## src/hw/rtl/tcc_pkg.sv

```systemverilog
// tcc_pkg: shared types, constants and helpers of the text console.
// Used by every console module except tcc_ram; depends on nothing else.
package tcc_pkg;

   // screen geometry
   localparam int COLUMNS    = 80;
   localparam int ROWS       = 25;
   localparam int TAB_STOP   = 8;
   localparam int CELL_COUNT = COLUMNS * ROWS;
   localparam int ADDR_W     = 11;
   localparam int ROW_W      = 5;
   localparam int COL_W      = 7;
   localparam int CELL_W     = 16;

   // input modes
   localparam logic [1:0] MODE_PUT   = 2'd0;
   localparam logic [1:0] MODE_CLEAR = 2'd1;
   localparam logic [1:0] MODE_READ  = 2'd2;

   // control characters and the printable range
   localparam logic [7:0] CHAR_BS        = 8'h08;
   localparam logic [7:0] CHAR_TAB       = 8'h09;
   localparam logic [7:0] CHAR_LF        = 8'h0A;
   localparam logic [7:0] CHAR_CR        = 8'h0D;
   localparam logic [7:0] CHAR_SPACE     = 8'h20;
   localparam logic [7:0] CHAR_PRINT_MAX = 8'h7F;
   localparam logic [7:0] ATTR_RESET     = 8'h0F;

   // classified operation handed from front to back
   typedef enum logic [2:0] {
      OP_NOP,
      OP_BS,
      OP_TAB,
      OP_CR,
      OP_LF,
      OP_PUT,
      OP_CLEAR,
      OP_READ
   } op_type;

   typedef struct packed {
      logic [1:0]        mode;
      logic [7:0]        char_code;
      logic [ADDR_W-1:0] cell_index;
   } req_type;

   typedef struct packed {
      logic [ROW_W-1:0]  cursor_row;
      logic [COL_W-1:0]  cursor_col;
      logic [ADDR_W-1:0] cursor_location;
      logic [CELL_W-1:0] cell_data;
      logic              scrolled;
   } rsp_type;

   typedef struct packed {
      op_type            op;
      logic [7:0]        char_code;
      logic [ADDR_W-1:0] cell_index;
   } cmd_type;

   // linear cell address of a row and column
   function automatic logic [ADDR_W-1:0] cell_addr(input logic [ROW_W-1:0] row,
                                                   input logic [COL_W-1:0] col);
      return ADDR_W'(row) * ADDR_W'(COLUMNS) + ADDR_W'(col);
   endfunction

endpackage

```

## src/hw/rtl/tcc_front.sv

```systemverilog
// tcc_front: decodes an incoming request into one console operation.
// Depends on tcc_pkg.
module tcc_front (
   input  tcc_pkg::req_type req_data,
   output tcc_pkg::cmd_type cmd
);
   import tcc_pkg::*;

   op_type op;

   // classify mode and character
   always_comb begin
      op = OP_NOP;
      case (req_data.mode)
         MODE_PUT: begin
            if (req_data.char_code == CHAR_BS) begin
               op = OP_BS;
            end else if (req_data.char_code == CHAR_TAB) begin
               op = OP_TAB;
            end else if (req_data.char_code == CHAR_CR) begin
               op = OP_CR;
            end else if (req_data.char_code == CHAR_LF) begin
               op = OP_LF;
            end else if (req_data.char_code >= CHAR_SPACE &&
                         req_data.char_code <= CHAR_PRINT_MAX) begin
               op = OP_PUT;
            end
         end
         MODE_CLEAR: begin
            op = OP_CLEAR;
         end
         MODE_READ: begin
            // a read past the screen reports zero data, same as a no-op
            if (req_data.cell_index < ADDR_W'(CELL_COUNT)) begin
               op = OP_READ;
            end
         end
         default: begin
            op = OP_NOP;
         end
      endcase
   end

   assign cmd.op         = op;
   assign cmd.char_code  = req_data.char_code;
   assign cmd.cell_index = req_data.cell_index;

endmodule

```

## config.mk

```make
export PLATFORM = sky130hd
export DESIGN_NAME = tcc_front
export DESIGN_NICKNAME = d
export VERILOG_FILES = /design/src/hw/rtl/tcc_pkg.sv /design/src/hw/rtl/tcc_front.sv
export SDC_FILE = /design/constraint.sdc
export NUM_CORES = 1
export LEC_CHECK = 0
export BUFFER_PORTS_ARGS = -buffer_cell sky130_fd_sc_hd__buf_4
export CAP_MARGIN = 25
export CORE_AREA = 2 2 39 41
export DETAILED_ROUTE_END_ITERATION = 10
export DIE_AREA = 0 0 41 43
export GPL_TIMING_DRIVEN = 0
export PLACE_DENSITY = 0.62
export SETUP_SLACK_MARGIN = 0.05
export SYNTH_ARGS = -nofsm -noshare
export SYNTH_HDL_FRONTEND = slang
export SYNTH_SLANG_ARGS = --single-unit
export TNS_END_PERCENT = 1
```

## constraint.sdc

```tcl
create_clock -name vclk -period 0.8
set_input_delay 0.04 -clock vclk [all_inputs]
set_output_delay 0.04 -clock vclk [all_outputs]
set_load 0.1 [all_outputs]
```

==> Flow_metrics.wiki, run 1 <==
{| class="wikitable"
! Metric !! Value
|-
| Number of vias in the routed layout || 378
|-
| Width of the die || 41 um
|-
| Number of placement rows || 14
|-
| Required arrival time at the worst endpoint || 760 ps
|-
| Largest fanout on the critical path || 3
|-
| IO buf count || 39
|-
| Type of the most critical hold path || primary input to output port
|-
| Detailed Route Iter0 Violations || 1
|-
| Total instance count after detailed placement || 93
|-
| DRC errors left || 0
|-
| Worst Path Class, Setup || primary input to output port
|-
| Nets@finish || 100
|-
| P per Cell Area || 1230 nW/um2
|-
| Initial antenna violation count || 0
|-
| Post-placement setup slack || -357 ps
|-
| Die Area || 1760 um2
|-
| Yosys cell types || 15
|-
| Launch point of the worst path || req_data[12]
|-
| Clock period minus final worst setup slack || 1070 ps
|-
| Via count of the first global-routing pass || 308
|-
| Category of the worst setup path capture point || output port
|-
| Pin count of the biggest net entering global routing || 5
|-
| Transition at the pin with the smallest max-transition slack || 312 ps
|-
| Critical path cell sequence || buf_8 -> nor4b_4 -> nand2_1 -> a311oi_4 -> buf_12
|-
| Overall overflow remaining after global route || 0
|-
| Number of filler cells placed in the layout || 151
|-
| Clk network pwr share || 0%
|-
| Sequential-to-total area share from yosys stat || 0%
|-
| Headroom to the max-slew limit || 79.1%
|-
| Count of hold buffers inserted by post-cts repair || 0
|-
| Synthesized instance count || 38
|-
| IO Count || 43
|-
| Core occupancy in the finished layout || 48.0%
|-
| Routability cong. || 0.591
|-
| Mean cell area of the mapped netlist || 6.95 um2
|-
| Drt first pass iters || 2
|-
| Worst hold path startpoint || req_data[19]
|-
| Max-cap violations || 0
|-
| Area taken by multi-input logic gates || 156 um2
|-
| Final count of hold timing violations || 0
|-
| Outcome || complete, but fails checks
|-
| Wire length of the first global-routing pass || 1320 um
|-
| Average wire per cell in the routed design || 9.41 um
|-
| Switching component of the power || 0.563 mW
|-
| Internal Power || 0.257 mW
|-
| Number of warnings printed during yosys synthesis || 0
|-
| Startpoint class of the critical path || primary input
|-
| GR Util All Layers || 10.1%
|-
| Slowest stage delay, CP || 280 ps
|-
| Number of nets with antenna violations after routing || 0
|-
| Area taken by flip-flops and latches || 0 um2
|-
| Violations in the final reports || negative setup slack
|-
| Post-Route WL || 875 um
|-
| HPWL reported at the end of detailed placement || 789 um
|-
| Post-CTS setup repair buffer count || 0
|-
| Highest ir drop seen on vdd || 432 uV
|-
| Initial Util || 19.1%
|-
| Leading cell type in the layout, fill and taps excluded || sky130_fd_sc_hd__buf_4
|-
| Sum Neg Setup Slack || -647 ps
|-
| Worst path setup slack after routing || -270 ps
|-
| Post-Synthesis Cell Area || 264 um2
|-
| Switching share of total power || 68.7%
|-
| Standby leakage power || 0.337 nW
|-
| Commonest non-fill, non-tap cells in the layout || sky130_fd_sc_hd__buf_4, sky130_fd_sc_hd__nor2_1, sky130_fd_sc_hd__buf_12
|-
| Maximum operating frequency || 0.935 GHz
|-
| Die Y-Extent || 43 um
|-
| Fraction of layout cells with a size suffix above 1 || 81.8%
|-
| Via/cell ratio || 4.06
|-
| Max Slew Vio Count || 0
|-
| Setup repair after global routing missed its margin || yes
|-
| Data arrival time of the worst path || 1030 ps
|-
| Non-filler instance count after layout || 93
|-
| Area added between synthesis and finish || 152%
|-
| Setup violation total in the final timing report || 3
|-
| Syn Nets || 59
|-
| Worst path slowest cell || sky130_fd_sc_hd__nor4b_4
|-
| FFs & Latches || 0
|-
| Fin crit share || 134%
|-
| Relative contribution of sequential cells to total power || 0%
|-
| Number of clock buffers in the layout || 0
|-
| Core area || 1380 um2
|-
| Ant diodes || 0
|-
| Fraction of power consumed by combinational cells || 100.0%
|}
[power groups by stage]
stage | Combinational, mW | Sequential, mW | Clock (mW)
floorplan | 0.594 | 0 | 0
CTS | 0.823 | 0 | 0
global placement | 0.775 | 0 | 0
global route | 0.848 | 0 | 0
detailed placement | 0.780 | 0 | 0
finish | 0.820 | 0 | 0
[area by class of cell]
class                           count  share of cell area, %
Buffer                             19                   21.5
Tap cell                           16                   3.01
Timing Repair Buffer               39                   51.4
Multi-Input combinational cell     18                   23.5
Inverter                            1                  0.565
[what timing repair did]
item                       CTS  global route
resized for setup           13             0
setup endpoints to repair    3             3
pin swaps                    2             3
hold endpoints to repair     0             0
[final timing paths]
path	endpoint	slack, ps	cells after the start
min	cmd[19]	390	3
max	cmd[19]	-270	5
[logic make-up after synthesis]
family                    synth area share, %
AOI/OAI and AO/OA                        12.3
xor gates and xnor gates                 3.32
buffers and inverters                    55.5
and+or+nand+nor                          28.9
[through the flow]
stage | hold WS, ps | area (um2) | total power, mW
5_1_grt | 401 | 664 | 0.848
4_1_cts | 385 | 664 | 0.823
3_3_place_gp | 406 | 616 | 0.775
3_5_place_dp | 407 | 616 | 0.780
6_report | 393 | 664 | 0.820
2_1_floorplan | 181 | 303 | 0.594
[metal layers]
| metal | share of wire (%) | track usage [%] |
|---|---|---|
| met5 | 0 | 0 |
| met4 | 0 | 0 |
| met3 | 17 | 1.57 |
| met2 | 54 | 19.4 |
| met1 | 29 | 11.4 |
[cell usage after synthesis]
cell	number	share of area, %
sky130_fd_sc_hd__nand4_1	1	2.4
sky130_fd_sc_hd__a311oi_1	1	3.3
sky130_fd_sc_hd__inv_1	1	1.4
sky130_fd_sc_hd__a21oi_1	1	1.9
sky130_fd_sc_hd__nor2_1	4	5.7
sky130_fd_sc_hd__a31oi_1	1	2.4
sky130_fd_sc_hd__o21ai_0	1	1.9
sky130_fd_sc_hd__nor3b_1	1	2.8
sky130_fd_sc_hd__xnor2_1	1	3.3
sky130_fd_sc_hd__nand3_1	2	3.8
sky130_fd_sc_hd__or2_2	1	2.4
sky130_fd_sc_hd__o211ai_1	1	2.8
sky130_fd_sc_hd__nor4b_4	1	9.0
sky130_fd_sc_hd__buf_4	19	54
sky130_fd_sc_hd__nand2_1	2	2.8
[worst max-delay path, delay by kind of cell]
family / cells / cell delay (ps)
buffers and inverters: 2 / 310
AND/OR/NAND/NOR: 2 / 410
AO/OA/AOI/OAI: 1 / 260
Power figures use the tool's default switching activity.
==> inputs of run 2 (changes only) <==
- TNS_END_PERCENT: 1 -> 10
- clock period: 0.8 -> 1.4 ns (I/O delays scaled with it)
==> Flow_metrics.wiki, run 2 (synthesis results as in run 1) <==
{| class="wikitable"
! Metric !! Value
|-
| Number of clock buffers in the layout || 0
|-
| Die Area || 1760 um2
|-
| GR Util All Layers || 7.69%
|-
| Largest fanout on the critical path || 3
|-
| Setup repair after global routing missed its margin || no
|-
| Via count of the first global-routing pass || 283
|-
| Total instance count after detailed placement || 93
|-
| Drt first pass iters || 4
|-
| Startpoint class of the critical path || primary input
|-
| Standby leakage power || 0.320 nW
|-
| IO buf count || 39
|-
| Via/cell ratio || 3.91
|-
| Cell repeated most along the worst path || sky130_fd_sc_hd__buf_4
|-
| Launch point of the worst path || req_data[12]
|-
| Worst path slowest cell || sky130_fd_sc_hd__buf_4
|-
| Category of the worst setup path capture point || output port
|-
| Number of nets with antenna violations after routing || 0
|-
| Number of cells traversed by the worst hold path || 2
|-
| Routability cong. || 0.695
|-
| Required arrival time at the worst endpoint || 1330 ps
|-
| Nets@finish || 100
|-
| Slowest stage delay, CP || 330 ps
|-
| Die Y-Extent || 43 um
|-
| Critical path's top delay family || buffers and inverters
|-
| Core area || 1380 um2
|-
| Maximum operating frequency || 0.815 GHz
|-
| Worst Path Class, Setup || primary input to output port
|-
| Post-CTS setup repair buffer count || 0
|-
| P per Cell Area || 720 nW/um2
|-
| Detailed Route Iter0 Violations || 4
|-
| Worst hold path startpoint || req_data[3]
|-
| Clock period minus final worst setup slack || 1230 ps
|-
| Quantity of gates resized following cts || 0
|-
| Headroom to the max-slew limit || 67.6%
|-
| Logic depth of the worst setup path including buffers || 5
|-
| Commonest non-fill, non-tap cells in the layout || sky130_fd_sc_hd__buf_4, sky130_fd_sc_hd__nor2_1, sky130_fd_sc_hd__nand3_1, sky130_fd_sc_hd__nand2_1
|-
| Number of vias in the routed layout || 364
|-
| CP bufs+invs || 2
|-
| Critical path cell sequence || buf_4 -> nor4b_4 -> nand2_1 -> a311oi_4 -> buf_4
|-
| FFs & Latches || 0
|-
| DRC errors left || 0
|-
| Initial antenna violation count || 0
|-
| Overall overflow remaining after global route || 0
|-
| Leading cell type in the layout, fill and taps excluded || sky130_fd_sc_hd__buf_4
|-
| Setup violation total in the final timing report || 0
|-
| Transition at the pin with the smallest max-transition slack || 481 ps
|-
| Max-cap violations || 0
|-
| Final count of hold timing violations || 0
|-
| Outcome || finished clean
|-
| Count of hold buffers inserted by post-cts repair || 0
|-
| Ant diodes || 0
|-
| HPWL reported at the end of detailed placement || 716 um
|-
| IO Count || 43
|-
| Area taken by flip-flops and latches || 0 um2
|-
| Fraction of layout cells with a size suffix above 1 || 81.8%
|-
| Data arrival time of the worst path || 1160 ps
|-
| Post-Route WL || 742 um
|-
| Fin crit share || 87.6%
|-
| Wire length of the first global-routing pass || 1020 um
|-
| Width of the die || 41 um
|-
| Number of placement rows || 14
|-
| Area added between synthesis and finish || 132%
|-
| Highest ir drop seen on vdd || 242 uV
|-
| Core occupancy in the finished layout || 44.3%
|-
| Initial Util || 19.1%
|-
| Non-filler instance count after layout || 93
|-
| Type of the most critical hold path || primary input to output port
|-
| Pin count of the biggest net entering global routing || 5
|-
| Average wire per cell in the routed design || 7.98 um
|-
| Max Slew Vio Count || 0
|}
[run 2: cell count changes in the layout (fill, tap and decap cells not counted)]
| cell | previous run | this run |
|---|---|---|
| sky130_fd_sc_hd__o21ai_1 | 1 | 0 |
| sky130_fd_sc_hd__or2_2 | 0 | 1 |
| sky130_fd_sc_hd__or2_4 | 1 | 0 |
| sky130_fd_sc_hd__buf_8 | 1 | 0 |
| sky130_fd_sc_hd__o21ai_0 | 0 | 1 |
| sky130_fd_sc_hd__buf_12 | 3 | 0 |
| sky130_fd_sc_hd__buf_4 | 53 | 58 |
| sky130_fd_sc_hd__buf_6 | 1 | 0 |
[run 2: layout make-up]
class / count / area (um2)
fillers: 150 / 771
well taps: 16 / 20.0
inverters: 1 / 3.75
repair buffers: 39 / 293
plain buffers: 19 / 143
multi-input cells: 18 / 154
[run 2: layer usage]
| layer | up-vias | wire length (um) | GRT usage (%) |
|---|---|---|---|
| li1 | 189 | - | - |
| met1 | 155 | 237 | 8.86 |
| met2 | 20 | 419 | 15.3 |
| met3 | 0 | 85 | 0 |
| met4 | 0 | 0 | 0 |
| met5 | - | 0 | 0 |
[run 2: worst paths after layout]
| check | to |
|---|---|
| worst max-delay path | cmd[19] |
| worst min-delay path | cmd[3] |
[run 2: stage by stage]
stage          worst slack [ps]  cell area [um2]  total power, mW  hold slack [ps]  TNS [ps]
6_report                    174              613            0.441              467         0
5_1_grt                     136              613            0.457              470         0
4_1_cts                     175              613            0.444              467         0
3_5_place_dp                180              613            0.444              467         0
3_3_place_gp                182              613            0.441              467         0
2_1_floorplan             -54.6              300            0.338              241     -57.8
[run 2: report_power, final]
| group | switching (mW) | internal (mW) | total, mW |
|---|---|---|---|
| logic | 0.317 | 0.125 | 0.441 |
| registers | 0 | 0 | 0 |
| clock network | 0 | 0 | 0 |
==> inputs of run 3 (changes only) <==
- GPL_TIMING_DRIVEN: 0 -> unset
- clock period: 1.4 -> 1.5 ns (I/O delays scaled with it)
==> Flow_metrics.wiki, run 3 (synthesis results as in run 1) <==
{| class="wikitable"
! Metric !! Value
|-
| Sum Neg Setup Slack || 0 ps
|-
| Fraction of layout cells with a size suffix above 1 || 74.1%
|-
| Post-CTS setup repair buffer count || 0
|-
| Outcome || finished clean
|-
| Worst hold slack || 150 ps
|-
| Worst Path Class, Setup || primary input to output port
|-
| Highest ir drop seen on vdd || 189 uV
|-
| Leading cell type in the layout, fill and taps excluded || sky130_fd_sc_hd__buf_4
|-
| Headroom to the max-slew limit || 76.8%
|-
| Setup repair after global routing missed its margin || no
|-
| Core area || 1380 um2
|-
| Pin count of the biggest net entering global routing || 5
|-
| Fin crit share || 83.1%
|-
| Overall overflow remaining after global route || 0
|-
| Width of the die || 41 um
|-
| Max-cap violations || 0
|-
| Number of filler cells placed in the layout || 154
|-
| Largest fanout on the critical path || 3
|-
| Nets@finish || 77
|-
| Die Y-Extent || 43 um
|-
| Post-placement setup slack || 224 ps
|-
| P per Cell Area || 756 nW/um2
|-
| Max Slew Vio Count || 0
|-
| Setup violation total in the final timing report || 0
|-
| Worst path setup slack after routing || 254 ps
|-
| IO buf count || 35
|-
| Quantity of gates resized following cts || 0
|-
| Routability cong. || 0.670
|-
| Number of placement rows || 14
|-
| Average wire per cell in the routed design || 9.06 um
|-
| Number of clock buffers in the layout || 0
|-
| Final count of hold timing violations || 0
|-
| Type of the most critical hold path || primary input to output port
|-
| Drt first pass iters || 2
|-
| Total instance count after detailed placement || 70
|-
| Area of placed instances || 420 um2
|-
| HPWL reported at the end of detailed placement || 593 um
|-
| Transition at the pin with the smallest max-transition slack || 344 ps
|-
| Initial Util || 19.1%
|-
| Required arrival time at the worst endpoint || 1420 ps
|-
| Wire length of the first global-routing pass || 869 um
|-
| Category of the worst setup path capture point || output port
|-
| Clock period minus final worst setup slack || 1250 ps
|-
| Detailed Route Iter0 Violations || 2
|-
| Core occupancy in the finished layout || 30.4%
|-
| Number of vias in the routed layout || 281
|-
| Via/cell ratio || 4.01
|-
| Cell area after layout || 420 um2
|-
| Initial antenna violation count || 0
|-
| Area added between synthesis and finish || 59.2%
|-
| Number of nets with antenna violations after routing || 0
|-
| Ant diodes || 0
|-
| Maximum operating frequency || 0.803 GHz
|-
| Standby leakage power || 0.207 nW
|-
| GR Util All Layers || 6.39%
|-
| Die Area || 1760 um2
|-
| IO Count || 43
|-
| DRC errors left || 0
|-
| Data arrival time of the worst path || 1170 ps
|-
| Post-Route WL || 634 um
|-
| Area taken by flip-flops and latches || 0 um2
|-
| Count of hold buffers inserted by post-cts repair || 0
|-
| FFs & Latches || 0
|-
| Total power draw || 0.318 mW
|-
| Commonest non-fill, non-tap cells in the layout || sky130_fd_sc_hd__buf_4, sky130_fd_sc_hd__nor2_1, sky130_fd_sc_hd__nand3_1, sky130_fd_sc_hd__nand2_1
|-
| Via count of the first global-routing pass || 215
|-
| Startpoint class of the critical path || primary input
|-
| Non-filler instance count after layout || 70
|}
-- run 3: cell types whose count changed in the layout (fill, tap and decap cells not counted) --
cell	delta
sky130_fd_sc_hd__buf_4	-23
sky130_fd_sc_hd__a311oi_2	+1
sky130_fd_sc_hd__a311oi_4	-1
sky130_fd_sc_hd__a31oi_2	+1
sky130_fd_sc_hd__a31oi_4	-1
-- run 3: layout make-up --
type                            count  area [um2]  share of cell area (%)
Tap cell                           16        20.0                    4.76
Multi-Input combinational cell     18         134                    31.8
Timing Repair Buffer               35         263                    62.5
Inverter                            1        3.75                   0.893
-- run 3: where the power goes --
part | total, mW | internal, mW | switching [mW]
clock | 0 | 0 | 0
sequential | 0 | 0 | 0
combinational | 0.318 | 0.0758 | 0.242
-- run 3: worst paths after layout --
path                    startpoint       to  slack, ps  cells past startpoint
worst max-delay path  req_data[12]  cmd[19]        250                      5
worst min-delay path   req_data[3]   cmd[3]        150                      0
-- run 3: per-layer routing --
layer / vias up / share of wire, % / track usage, %
li1: 143 / - / -
met1: 120 / 35 / 8.86
met2: 18 / 50 / 11.3
met3: 0 / 15 / 0
met4: 0 / 0 / 0
met5: - / 0 / 0
-- run 3: worst max-delay path, stage by stage --
cell	delay, ps
sky130_fd_sc_hd__buf_4	130
sky130_fd_sc_hd__nor4b_4	280
sky130_fd_sc_hd__nand2_1	100
sky130_fd_sc_hd__a311oi_2	270
sky130_fd_sc_hd__buf_4	330
