## config.mk

```make
export PLATFORM = sky130hd
export DESIGN_NAME = tcc_queue
export DESIGN_NICKNAME = d
export VERILOG_FILES = /design/src/hw/rtl/tcc_pkg.sv /design/src/hw/rtl/tcc_queue.sv
export SDC_FILE = /design/constraint.sdc
export NUM_CORES = 1
export LEC_CHECK = 0
export ABC_AREA = 0
export BUFFER_PORTS_ARGS = -buffer_cell sky130_fd_sc_hd__buf_2
export CORE_MARGIN = 3
export CORE_UTILIZATION = 46
export DETAILED_ROUTE_END_ITERATION = 8
export GPL_TIMING_DRIVEN = 0
export PLACE_DENSITY_LB_ADDON = 0.2
export SKIP_LAST_GASP = 1
export SLEW_MARGIN = 20
export SYNTH_ARGS = -nofsm -noshare
export SYNTH_HDL_FRONTEND = slang
export SYNTH_SLANG_ARGS = --single-unit
export TNS_END_PERCENT = 30
```

## constraint.sdc

```tcl
create_clock -name clock -period 1.55 [get_ports clock]
set_clock_uncertainty 0.15 [all_clocks]
set_input_delay 0.2325 -clock clock [delete_from_list [all_inputs] [get_ports clock]]
set_output_delay 0.2325 -clock clock [all_outputs]
set_load 0.03 [all_outputs]
```

## src/hw/rtl/tcc_pkg.sv

```systemverilog
// tcc_pkg: shared types, constants and helpers of the text console.
// Used by every console module except tcc_ram; depends on nothing else.
package tcc_pkg;

   // screen geometry
   localparam int COLUMNS    = 80;
   localparam int ROWS       = 25;
   localparam int TAB_STOP   = 8;
   localparam int CELL_COUNT = COLUMNS * ROWS;
   localparam int ADDR_W     = 11;
   localparam int ROW_W      = 5;
   localparam int COL_W      = 7;
   localparam int CELL_W     = 16;

   // input modes
   localparam logic [1:0] MODE_PUT   = 2'd0;
   localparam logic [1:0] MODE_CLEAR = 2'd1;
   localparam logic [1:0] MODE_READ  = 2'd2;

   // control characters and the printable range
   localparam logic [7:0] CHAR_BS        = 8'h08;
   localparam logic [7:0] CHAR_TAB       = 8'h09;
   localparam logic [7:0] CHAR_LF        = 8'h0A;
   localparam logic [7:0] CHAR_CR        = 8'h0D;
   localparam logic [7:0] CHAR_SPACE     = 8'h20;
   localparam logic [7:0] CHAR_PRINT_MAX = 8'h7F;
   localparam logic [7:0] ATTR_RESET     = 8'h0F;

   // classified operation handed from front to back
   typedef enum logic [2:0] {
      OP_NOP,
      OP_BS,
      OP_TAB,
      OP_CR,
      OP_LF,
      OP_PUT,
      OP_CLEAR,
      OP_READ
   } op_type;

   typedef struct packed {
      logic [1:0]        mode;
      logic [7:0]        char_code;
      logic [ADDR_W-1:0] cell_index;
   } req_type;

   typedef struct packed {
      logic [ROW_W-1:0]  cursor_row;
      logic [COL_W-1:0]  cursor_col;
      logic [ADDR_W-1:0] cursor_location;
      logic [CELL_W-1:0] cell_data;
      logic              scrolled;
   } rsp_type;

   typedef struct packed {
      op_type            op;
      logic [7:0]        char_code;
      logic [ADDR_W-1:0] cell_index;
   } cmd_type;

   // linear cell address of a row and column
   function automatic logic [ADDR_W-1:0] cell_addr(input logic [ROW_W-1:0] row,
                                                   input logic [COL_W-1:0] col);
      return ADDR_W'(row) * ADDR_W'(COLUMNS) + ADDR_W'(col);
   endfunction

endpackage

```

## src/hw/rtl/tcc_queue.sv

```systemverilog
// tcc_queue: two-entry queue of decoded operations between front and back.
// Depends on tcc_pkg.
module tcc_queue (
   input  logic             clock,
   input  logic             reset,
   input  logic             push,
   input  tcc_pkg::cmd_type push_cmd,
   output logic             full,
   input  logic             pop,
   output logic             not_empty,
   output tcc_pkg::cmd_type pop_cmd
);
   import tcc_pkg::*;

   cmd_type    entry_ff [2];
   logic       wr_ptr_ff, wr_ptr_in;
   logic       rd_ptr_ff, rd_ptr_in;
   logic [1:0] count_ff, count_in;

   assign full      = (count_ff == 2'd2);
   assign not_empty = (count_ff != 2'd0);
   assign pop_cmd   = entry_ff[rd_ptr_ff];

   // pointer and count update
   always_comb begin
      wr_ptr_in = wr_ptr_ff ^ push;
      rd_ptr_in = rd_ptr_ff ^ pop;
      count_in  = count_ff + 2'(push) - 2'(pop);
   end

   always_ff @(posedge clock) begin
      if (reset) begin
         wr_ptr_ff <= 1'b0;
         rd_ptr_ff <= 1'b0;
         count_ff  <= 2'd0;
      end else begin
         wr_ptr_ff <= wr_ptr_in;
         rd_ptr_ff <= rd_ptr_in;
         count_ff  <= count_in;
      end
   end

   // entry storage
   always_ff @(posedge clock) begin
      if (push) begin
         entry_ff[wr_ptr_ff] <= push_cmd;
      end
   end

endmodule

```

==> results of run 1 <==
## per-layer routing
metal,share of wire,vias to the layer above
met5,0,-
met4,0.023,0
met3,0.056,7
met2,0.54,33
met1,0.38,458
li1,-,489
## path summary, 6_finish.rpt
check                  from              to  slack (ns)  depth (start not counted)
setup reg to reg  wr_ptr_ff  entry_ff[0][7]        0.13                          2
setup / recovery  rd_ptr_ff     pop_cmd[10]       -0.15                          3
hold reg to reg   wr_ptr_ff       wr_ptr_ff        0.43                          3
hold / removal          pop       rd_ptr_ff        0.08                          3
## worst max-delay path, cell delays in order (launching register included)
cell	delay, ns
dfxtp_4	0.37
buf_8	0.14
mux2_2	0.34
buf_2	0.18
## flip-flops by register name, summed over array words and instances (netlist names)
name and cells:
count_ff 2, entry_ff 44, rd_ptr_ff 1, wr_ptr_ff 1
## where the power goes
part	leakage [µW]	internal, µW	switching [µW]
sequential	0.000447	1510	27.3
clock	0.0000391	298	352
combinational	0.000480	273	305
total	0.000966	2080	684
## through the flow
stage / hold WS, ns / instance area [µm²] / power [µW]
3_3_place_gp: 0.270 / 2100 / 2040
3_5_place_dp: 0.276 / 2100 / 2060
2_1_floorplan: 0.149 / 1790 / 1910
6_report: 0.0754 / 2480 / 2760
4_1_cts: 0.0674 / 2480 / 2790
5_1_grt: 0.0995 / 2480 / 2880
## layout make-up
type                       count  area (µm²)  share of cell area
buffer                         2        30.0              0.0121
clock buffer                   5        68.8              0.0277
clock inverter                 2        7.51             0.00302
inverter                       3        11.3             0.00454
multi-input combinational     34         364               0.147
sequential                    48        1410               0.566
tap                           48        60.1              0.0242
timing repair buffer          74         536               0.216
## cell usage after synthesis
cell / n / area share
mux2_2: 22 / 0.14
xnor3_1: 1 / 0.013
dfxtp_1: 4 / 0.045
nor2b_1: 2 / 0.0070
or2_2: 1 / 0.0035
nor2_1: 3 / 0.0063
edfxtp_1: 44 / 0.74
inv_1: 3 / 0.0063
xnor2_1: 1 / 0.0049
buf_6: 2 / 0.013
ha_1: 4 / 0.028
## kinds of logic (layout without fill, tap and decap cells)
family / count (synthesis) / in the layout / share of synthesized area
xor+xnor: 2 / 2 / 0.0174
fa+ha+maj: 4 / 4 / 0.0279
buf+inv: 5 / 86 / 0.0188
flops: 48 / 48 / 0.781
mux: 22 / 22 / 0.138
simple gates: 6 / 6 / 0.0167
## what timing repair did
| action | in CTS | in global routing |
|---|---|---|
| buffers inserted | 2 | 0 |
| endpoints found under the hold margin | 47 | 0 |
| setup endpoints to repair | 66 | 44 |
| hold buffers | 23 | 0 |
| resized for setup | 23 | 1 |
==> flow_summary.json, run 1 <==
{
  "outcome": "finished with violations",
  "violations": "negative setup slack",
  "setup_viol": 22,
  "cp_data_required_time_ns": 1.17,
  "fin_crit_ns": 1.70,
  "grt_use_met2": 0.238,
  "clkTransAtPathRegs_ns": 0.07,
  "fin_util": 0.668,
  "crit_arrival_ns": 1.32,
  "ys_ff_latch": 48,
  "numCtsBuffers": 5,
  "startpoint_type": "flop",
  "grt_pass1_wl_um": 4130,
  "critPathCaptureType": "output pin",
  "die-width_um": 68.5,
  "worstMarginPinSlew_ns": 0.551,
  "clk_latency_ns": 0.28,
  "grt_max_degree": 23,
  "dieArea_um2": 4690,
  "wl_per_cell_um": 12.9,
  "avgSynthCellArea_um2": 20.6,
  "num_vias": 987,
  "synth_fp_nets": 117,
  "ys_warn_count": 0,
  "drc_errors": 0,
  "drt-pass1-iter-count": 4,
  "die_h_um": 68.5,
  "maxCapViolations": 0,
  "core_um2": 3720,
  "use_met3": 0.0378,
  "place.gp.congestion": 0.606,
  "min_period_over_period": 1.10,
  "max_slew_margin": 0.633,
  "mostFrequentLayoutCell": "edfxtp_1",
  "synth_cell_types": 11,
  "io_pins": 50,
  "netlist_instances": 87,
  "root_buffer": "clkbuf_8",
  "cts_tree": "built",
  "drt.antenna.violating_nets": 0,
  "portBuffers": 49,
  "htree_levels": 2,
  "dp_cells": 184,
  "rsz0062_at_grt": "true",
  "ys_seq_area_frac": 0.781,
  "hold_path_class": "in -> reg",
  "drive_gt1_frac": 0.500,
  "cp_max_fo": 10,
  "cts.sinks": 48,
  "fill_cells": 268,
  "met1_usage": 0.120,
  "ir_drop_v": 0.000832,
  "fmax_mhz": 587,
  "busiest_layer": "met2",
  "clockBufferDepth": 2,
  "drtIter0Drc": 27,
  "dp_hpwl_um": 1830,
  "area_growth_pct": 38.4,
  "grt.overflow.total": 0,
  "track_usage": 0.129,
  "critical_path_class": "reg -> out",
  "hold_violations": 0,
  "antenna_cells": 0,
  "netlist_area_um2": 1790,
  "final_nets": 198,
  "final.setup.tns_ns": -2.85,
  "start_util": 0.483,
  "p_leak_uw": 0.000966,
  "antenna_found_initial": 0,
  "grt_pass1_vias": 990,
  "wl_um": 2790,
  "layout_setup_ws_ns": -0.155,
  "p_per_area_nw_per_um2": 1110,
  "stdcell_count": 216,
  "rows": 22,
  "final_cell_mix": "44 x edfxtp_1, 31 x buf_2, 23 x dlygate4sd3_1",
  "finalMaxSlewViolations": 0,
  "vias_per_cell": 4.57,
  "dp_slack_ns": -0.224
}
Power figures use the tool's default switching activity.
==> run 2, diff against run 1 <==
--- a/config.mk
+++ b/config.mk
@@ -6,7 +6,9 @@
 export NUM_CORES = 1
 export LEC_CHECK = 0
 export ABC_AREA = 0
+export ABC_CLOCK_PERIOD_IN_PS = 1550
 export BUFFER_PORTS_ARGS = -buffer_cell sky130_fd_sc_hd__buf_2
+export CORE_ASPECT_RATIO = 1.4
 export CORE_MARGIN = 3
 export CORE_UTILIZATION = 46
 export DETAILED_ROUTE_END_ITERATION = 8
==> flow_summary.json, run 2 (synthesized netlist as in run 1, its figures left out) <==
{
  "final_cell_mix": "44 x edfxtp_1, 39 x buf_2, 23 x dlygate4sd3_1",
  "critical_path_class": "reg -> out",
  "fin_util": 0.690,
  "switchingPower_uw": 730,
  "htree_levels": 2,
  "cp_max_fo": 5,
  "layout_setup_ws_ns": -0.196,
  "seq_power_share": 0.540,
  "fill_cells": 276,
  "core_um2": 3710,
  "root_buffer": "clkbuf_8",
  "dp_hpwl_um": 2040,
  "power_frac_comb": 0.220,
  "drive_gt1_frac": 0.503,
  "die-width_um": 58.8,
  "cp_data_required_time_ns": 1.17,
  "use_met3": 0.0583,
  "numCtsBuffers": 5,
  "dieArea_um2": 4700,
  "fin_crit_ns": 1.75,
  "setup_viol": 22,
  "max_slew_margin": 0.607,
  "final_area_um2": 2560,
  "fmax_mhz": 573,
  "wl_per_cell_um": 15.7,
  "grt.overflow.total": 0,
  "stdcell_count": 213,
  "rows": 26,
  "p_per_area_nw_per_um2": 1120,
  "busiest_layer": "met2",
  "place.gp.congestion": 0.631,
  "p_int_uw": 2130,
  "area_growth_pct": 42.6,
  "p_leak_uw": 0.00102,
  "drt.antenna.violating_nets": 0,
  "mostFrequentLayoutCell": "edfxtp_1",
  "num_vias": 1033,
  "critPathCaptureType": "output pin",
  "worstMarginPinSlew_ns": 0.590,
  "clkTransAtPathRegs_ns": 0.07,
  "cts.sinks": 48,
  "largest_registers": "entry_ff x44, count_ff x2",
  "antenna_found_initial": 0,
  "final_nets": 200,
  "grt_max_degree": 23,
  "wl_um": 3350,
  "hold_violations": 0,
  "outcome": "finished with violations",
  "rsz0062_at_grt": "true",
  "io_pins": 50,
  "drtIter0Drc": 29,
  "grt_pass1_wl_um": 5090,
  "power_frac_clock": 0.240,
  "finalMaxSlewViolations": 0,
  "min_period_over_period": 1.13,
  "hold_path_class": "in -> reg",
  "drt-pass1-iter-count": 4,
  "ir_drop_v": 0.000856,
  "grt_pass1_vias": 1076,
  "largest_register_ffs": 44,
  "grt_use_met2": 0.265,
  "switching_share": 0.255,
  "clockBufferDepth": 2,
  "start_util": 0.484,
  "die_h_um": 79.9,
  "maxCapViolations": 0,
  "dp_cells": 178,
  "startpoint_type": "flop",
  "hold_ws_ns": 0.0484,
  "drc_errors": 0,
  "violations": "negative setup slack",
  "antenna_cells": 0,
  "track_usage": 0.154,
  "cts_tree": "built",
  "crit_arrival_ns": 1.36,
  "largest-register": "entry_ff",
  "placed_cell_area_um2": 2090,
  "vias_per_cell": 4.85,
  "portBuffers": 49,
  "met1_usage": 0.170,
  "clk_latency_ns": 0.29
}
## run 2: cell count changes in the layout (fill, tap and decap cells not counted)
cell,before,now
buf_12,0,1
buf_16,0,1
buf_2,31,39
buf_4,20,5
buf_6,0,7
clkbuf_1,0,2
clkinv_1,2,1
mux2_2,22,15
mux2_4,0,7
## run 2: worst max-delay path, stage by stage, from the launching register on
cell	delay, ns
dfxtp_4	0.37
buf_12	0.13
buf_16	0.13
mux2_4	0.30
buf_6	0.14
## run 2: cell type report
type,instances,area [µm²],area share
buffer,2,30.0,0.0117
clock buffer,7,76.3,0.0298
clock inverter,1,3.75,0.00147
inverter,3,11.3,0.00440
multi-input combinational,34,390,0.153
sequential,48,1410,0.549
tap,42,52.6,0.0205
timing repair buffer,76,589,0.230
## run 2: metal layers
metal  vias to the layer above  part of all wire
li1                        493                 -
met1                       505              0.38
met2                        30              0.57
met3                         5             0.045
met4                         0             0.010
met5                         -                 0
## run 2: what timing repair did
action                                 4_1_cts  5_1_grt
setup buffers                                3        0
hold buffers                                23        0
endpoints found under the hold margin       48        0
resized for setup                           30        1
setup endpoints to repair                   66       44
cloned                                       1        0
## run 2: per-stage QoR
step | setup slack [ns] | setup TNS (ns) | power [µW]
after detailed placement | -0.298 | -11.51 | 2070
final | -0.196 | -3.47 | 2860
after CTS | -0.226 | -8.76 | 2890
after floorplan | 0.0790 | 0 | 1910
after global placement | -0.209 | -9.15 | 2050
after global routing | -0.231 | -4.38 | 2980
## run 2: path summary, 6_finish.rpt
path | from | end | slack (ns) | cells after the start
min | pop | rd_ptr_ff | 0.05 | 3
max | rd_ptr_ff | pop_cmd[16] | -0.20 | 4
max reg2reg | wr_ptr_ff | entry_ff[1][16] | 0.12 | 1
min reg2reg | wr_ptr_ff | wr_ptr_ff | 0.43 | 3
## run 2: power groups by stage
| stage | combinational [µW] | sequential (µW) | clock [µW] |
|---|---|---|---|
| after detailed placement | 497 | 1570 | 0 |
| after global placement | 481 | 1560 | 0 |
| after global routing | 669 | 1550 | 759 |
| final | 630 | 1550 | 686 |
| after floorplan | 354 | 1560 | 0 |
| after CTS | 636 | 1550 | 707 |
==> run 3, diff against run 2 <==
--- a/config.mk
+++ b/config.mk
@@ -6,11 +6,13 @@
 export NUM_CORES = 1
 export LEC_CHECK = 0
 export ABC_AREA = 0
-export ABC_CLOCK_PERIOD_IN_PS = 1550
+export ABC_CLOCK_PERIOD_IN_PS = 1900
 export BUFFER_PORTS_ARGS = -buffer_cell sky130_fd_sc_hd__buf_2
+export CELL_PAD_IN_SITES_DETAIL_PLACEMENT = 0
+export CELL_PAD_IN_SITES_GLOBAL_PLACEMENT = 1
 export CORE_ASPECT_RATIO = 1.4
 export CORE_MARGIN = 3
-export CORE_UTILIZATION = 46
+export CORE_UTILIZATION = 42
 export DETAILED_ROUTE_END_ITERATION = 8
 export GPL_TIMING_DRIVEN = 0
 export PLACE_DENSITY_LB_ADDON = 0.2
==> constraint.sdc (replaced) <==
create_clock -name clock -period 1.9 [get_ports clock]
set_clock_uncertainty 0.15 [all_clocks]
set_input_delay 0.285 -clock clock [delete_from_list [all_inputs] [get_ports clock]]
set_output_delay 0.285 -clock clock [all_outputs]
set_load 0.03 [all_outputs]
==> flow_summary.json, run 3 (synthesized netlist as in run 1, its figures left out) <==
{
  "outcome": "finished, final reports clean",
  "power_frac_clock": 0.253,
  "largest-register": "entry_ff",
  "largest_register_ffs": 44,
  "die_h_um": 83.3,
  "rows": 27,
  "critical_path_class": "reg -> out",
  "ir_drop_v": 0.000530,
  "power_frac_comb": 0.179,
  "mostFrequentLayoutCell": "buf_2",
  "dieArea_um2": 5100,
  "grt.overflow.total": 0,
  "switching_share": 0.254,
  "htree_levels": 2,
  "cp_data_required_time_ns": 1.46,
  "finalMaxSlewViolations": 0,
  "hp-start": "push_cmd[3]",
  "startpoint_type": "flop",
  "final.setup.tns_ns": 0,
  "clockBufferDepth": 2,
  "place.gp.congestion": 0.626,
  "min_period_over_period": 0.949,
  "grt_max_degree": 23,
  "cp_max_fo": 10,
  "core_um2": 4020,
  "dp_hpwl_um": 1950,
  "vias_per_cell": 4.87,
  "final_cell_mix": "49 x buf_2, 44 x edfxtp_1, 22 x mux2_2",
  "numCtsBuffers": 5,
  "largest_registers": "entry_ff x44, count_ff x2",
  "switchingPower_uw": 563,
  "worstMarginPinSlew_ns": 1.06,
  "setup_viol": 0,
  "wl_um": 2810,
  "crit_arrival_ns": 1.37,
  "clkTransAtPathRegs_ns": 0.08,
  "root_buffer": "clkbuf_8",
  "wl_per_cell_um": 15.0,
  "io_pins": 50,
  "die-width_um": 61.2,
  "reg2reg_to": "entry_ff[1][14]",
  "antenna_found_initial": 0,
  "seq_power_share": 0.568,
  "maxCapViolations": 0,
  "holdPathEnd": "entry_ff[0][3]",
  "antenna_cells": 0,
  "cts_setup_buffers": 0,
  "p_leak_uw": 0.000847,
  "clk_latency_ns": 0.28,
  "portBuffers": 49,
  "max_slew_margin": 0.291,
  "drive_gt1_frac": 0.569,
  "regToRegSetupSlack_ns": 0.16,
  "p_per_area_nw_per_um2": 1020,
  "fin_util": 0.542,
  "cts_tree": "built",
  "cts.sinks": 48,
  "hold_violations": 0,
  "fmax_mhz": 555,
  "holdPathStages": 1,
  "cts_hold_buf": 0,
  "p_int_uw": 1650,
  "track_usage": 0.117,
  "num_vias": 911,
  "fin_crit_ns": 1.80,
  "final_nets": 173,
  "grt_pass1_vias": 1001,
  "drt-pass1-iter-count": 4,
  "ff2ff_path_depth": 1,
  "regToRegStartpoint": "wr_ptr_ff",
  "critPathCaptureType": "output pin",
  "ctsResizeCount": 1,
  "drtIter0Drc": 29,
  "start_util": 0.446,
  "area_growth_pct": 21.4,
  "rsz0062_at_grt": "false",
  "drt.antenna.violating_nets": 0,
  "grt_pass1_wl_um": 4320,
  "hold_path_class": "in -> reg",
  "drc_errors": 0
}
## run 3: critical path: stages, from the launching register on
cell	delay (ns)
dfxtp_2	0.39
buf_6	0.17
mux2_2	0.34
buf_2	0.18
## run 3: worst max path at each step
stage	to	startpoint	depth (start not counted)	slack, ns
2_1_floorplan	entry_ff[0][0]	wr_ptr_ff	2	0.43
3_3_place_gp	entry_ff[1][8]	push	2	0.08
3_5_place_dp	entry_ff[0][5]	push	2	0.03
4_1_cts	pop_cmd[14]	rd_ptr_ff	3	0.06
5_1_grt	pop_cmd[14]	rd_ptr_ff	3	0.02
6_report	pop_cmd[14]	rd_ptr_ff	3	0.1
## run 3: area by class of cell
type | instances | area (µm²)
multi-input combinational | 34 | 362
timing repair buffer | 49 | 245
buffer | 2 | 22.5
fill | 347 | 1840
clock inverter | 1 | 5.00
inverter | 3 | 11.3
sequential | 48 | 1400
tap | 43 | 53.8
clock buffer | 7 | 76.3
## run 3: per-stage QoR
stage	hold WS (ns)	std cells	worst slack, ns	area, µm²	total power, µW
6_report	0.0298	187	0.0966	2180	2210
5_1_grt	0.0111	187	0.0155	2180	2310
4_1_cts	0.0145	187	0.0582	2180	2250
3_5_place_dp	0.326	179	0.0274	2090	1680
3_3_place_gp	0.322	179	0.0805	2090	1670
2_1_floorplan	0.202	87	0.429	1790	1560
## run 3: power by group through the flow
stage	combinational, µW	sequential (µW)	clock (µW)
after floorplan	289	1270	0
after global placement	395	1280	0
after detailed placement	402	1280	0
after CTS	404	1260	591
after global routing	429	1260	619
final	396	1260	561
## run 3: routing by layer
metal,vias to the layer above,routed length [µm],track usage
li1,442,-,-
met1,433,1010,0.102
met2,34,1590,0.220
met3,2,193,0.0498
met4,0,21,0.0414
met5,-,0,0
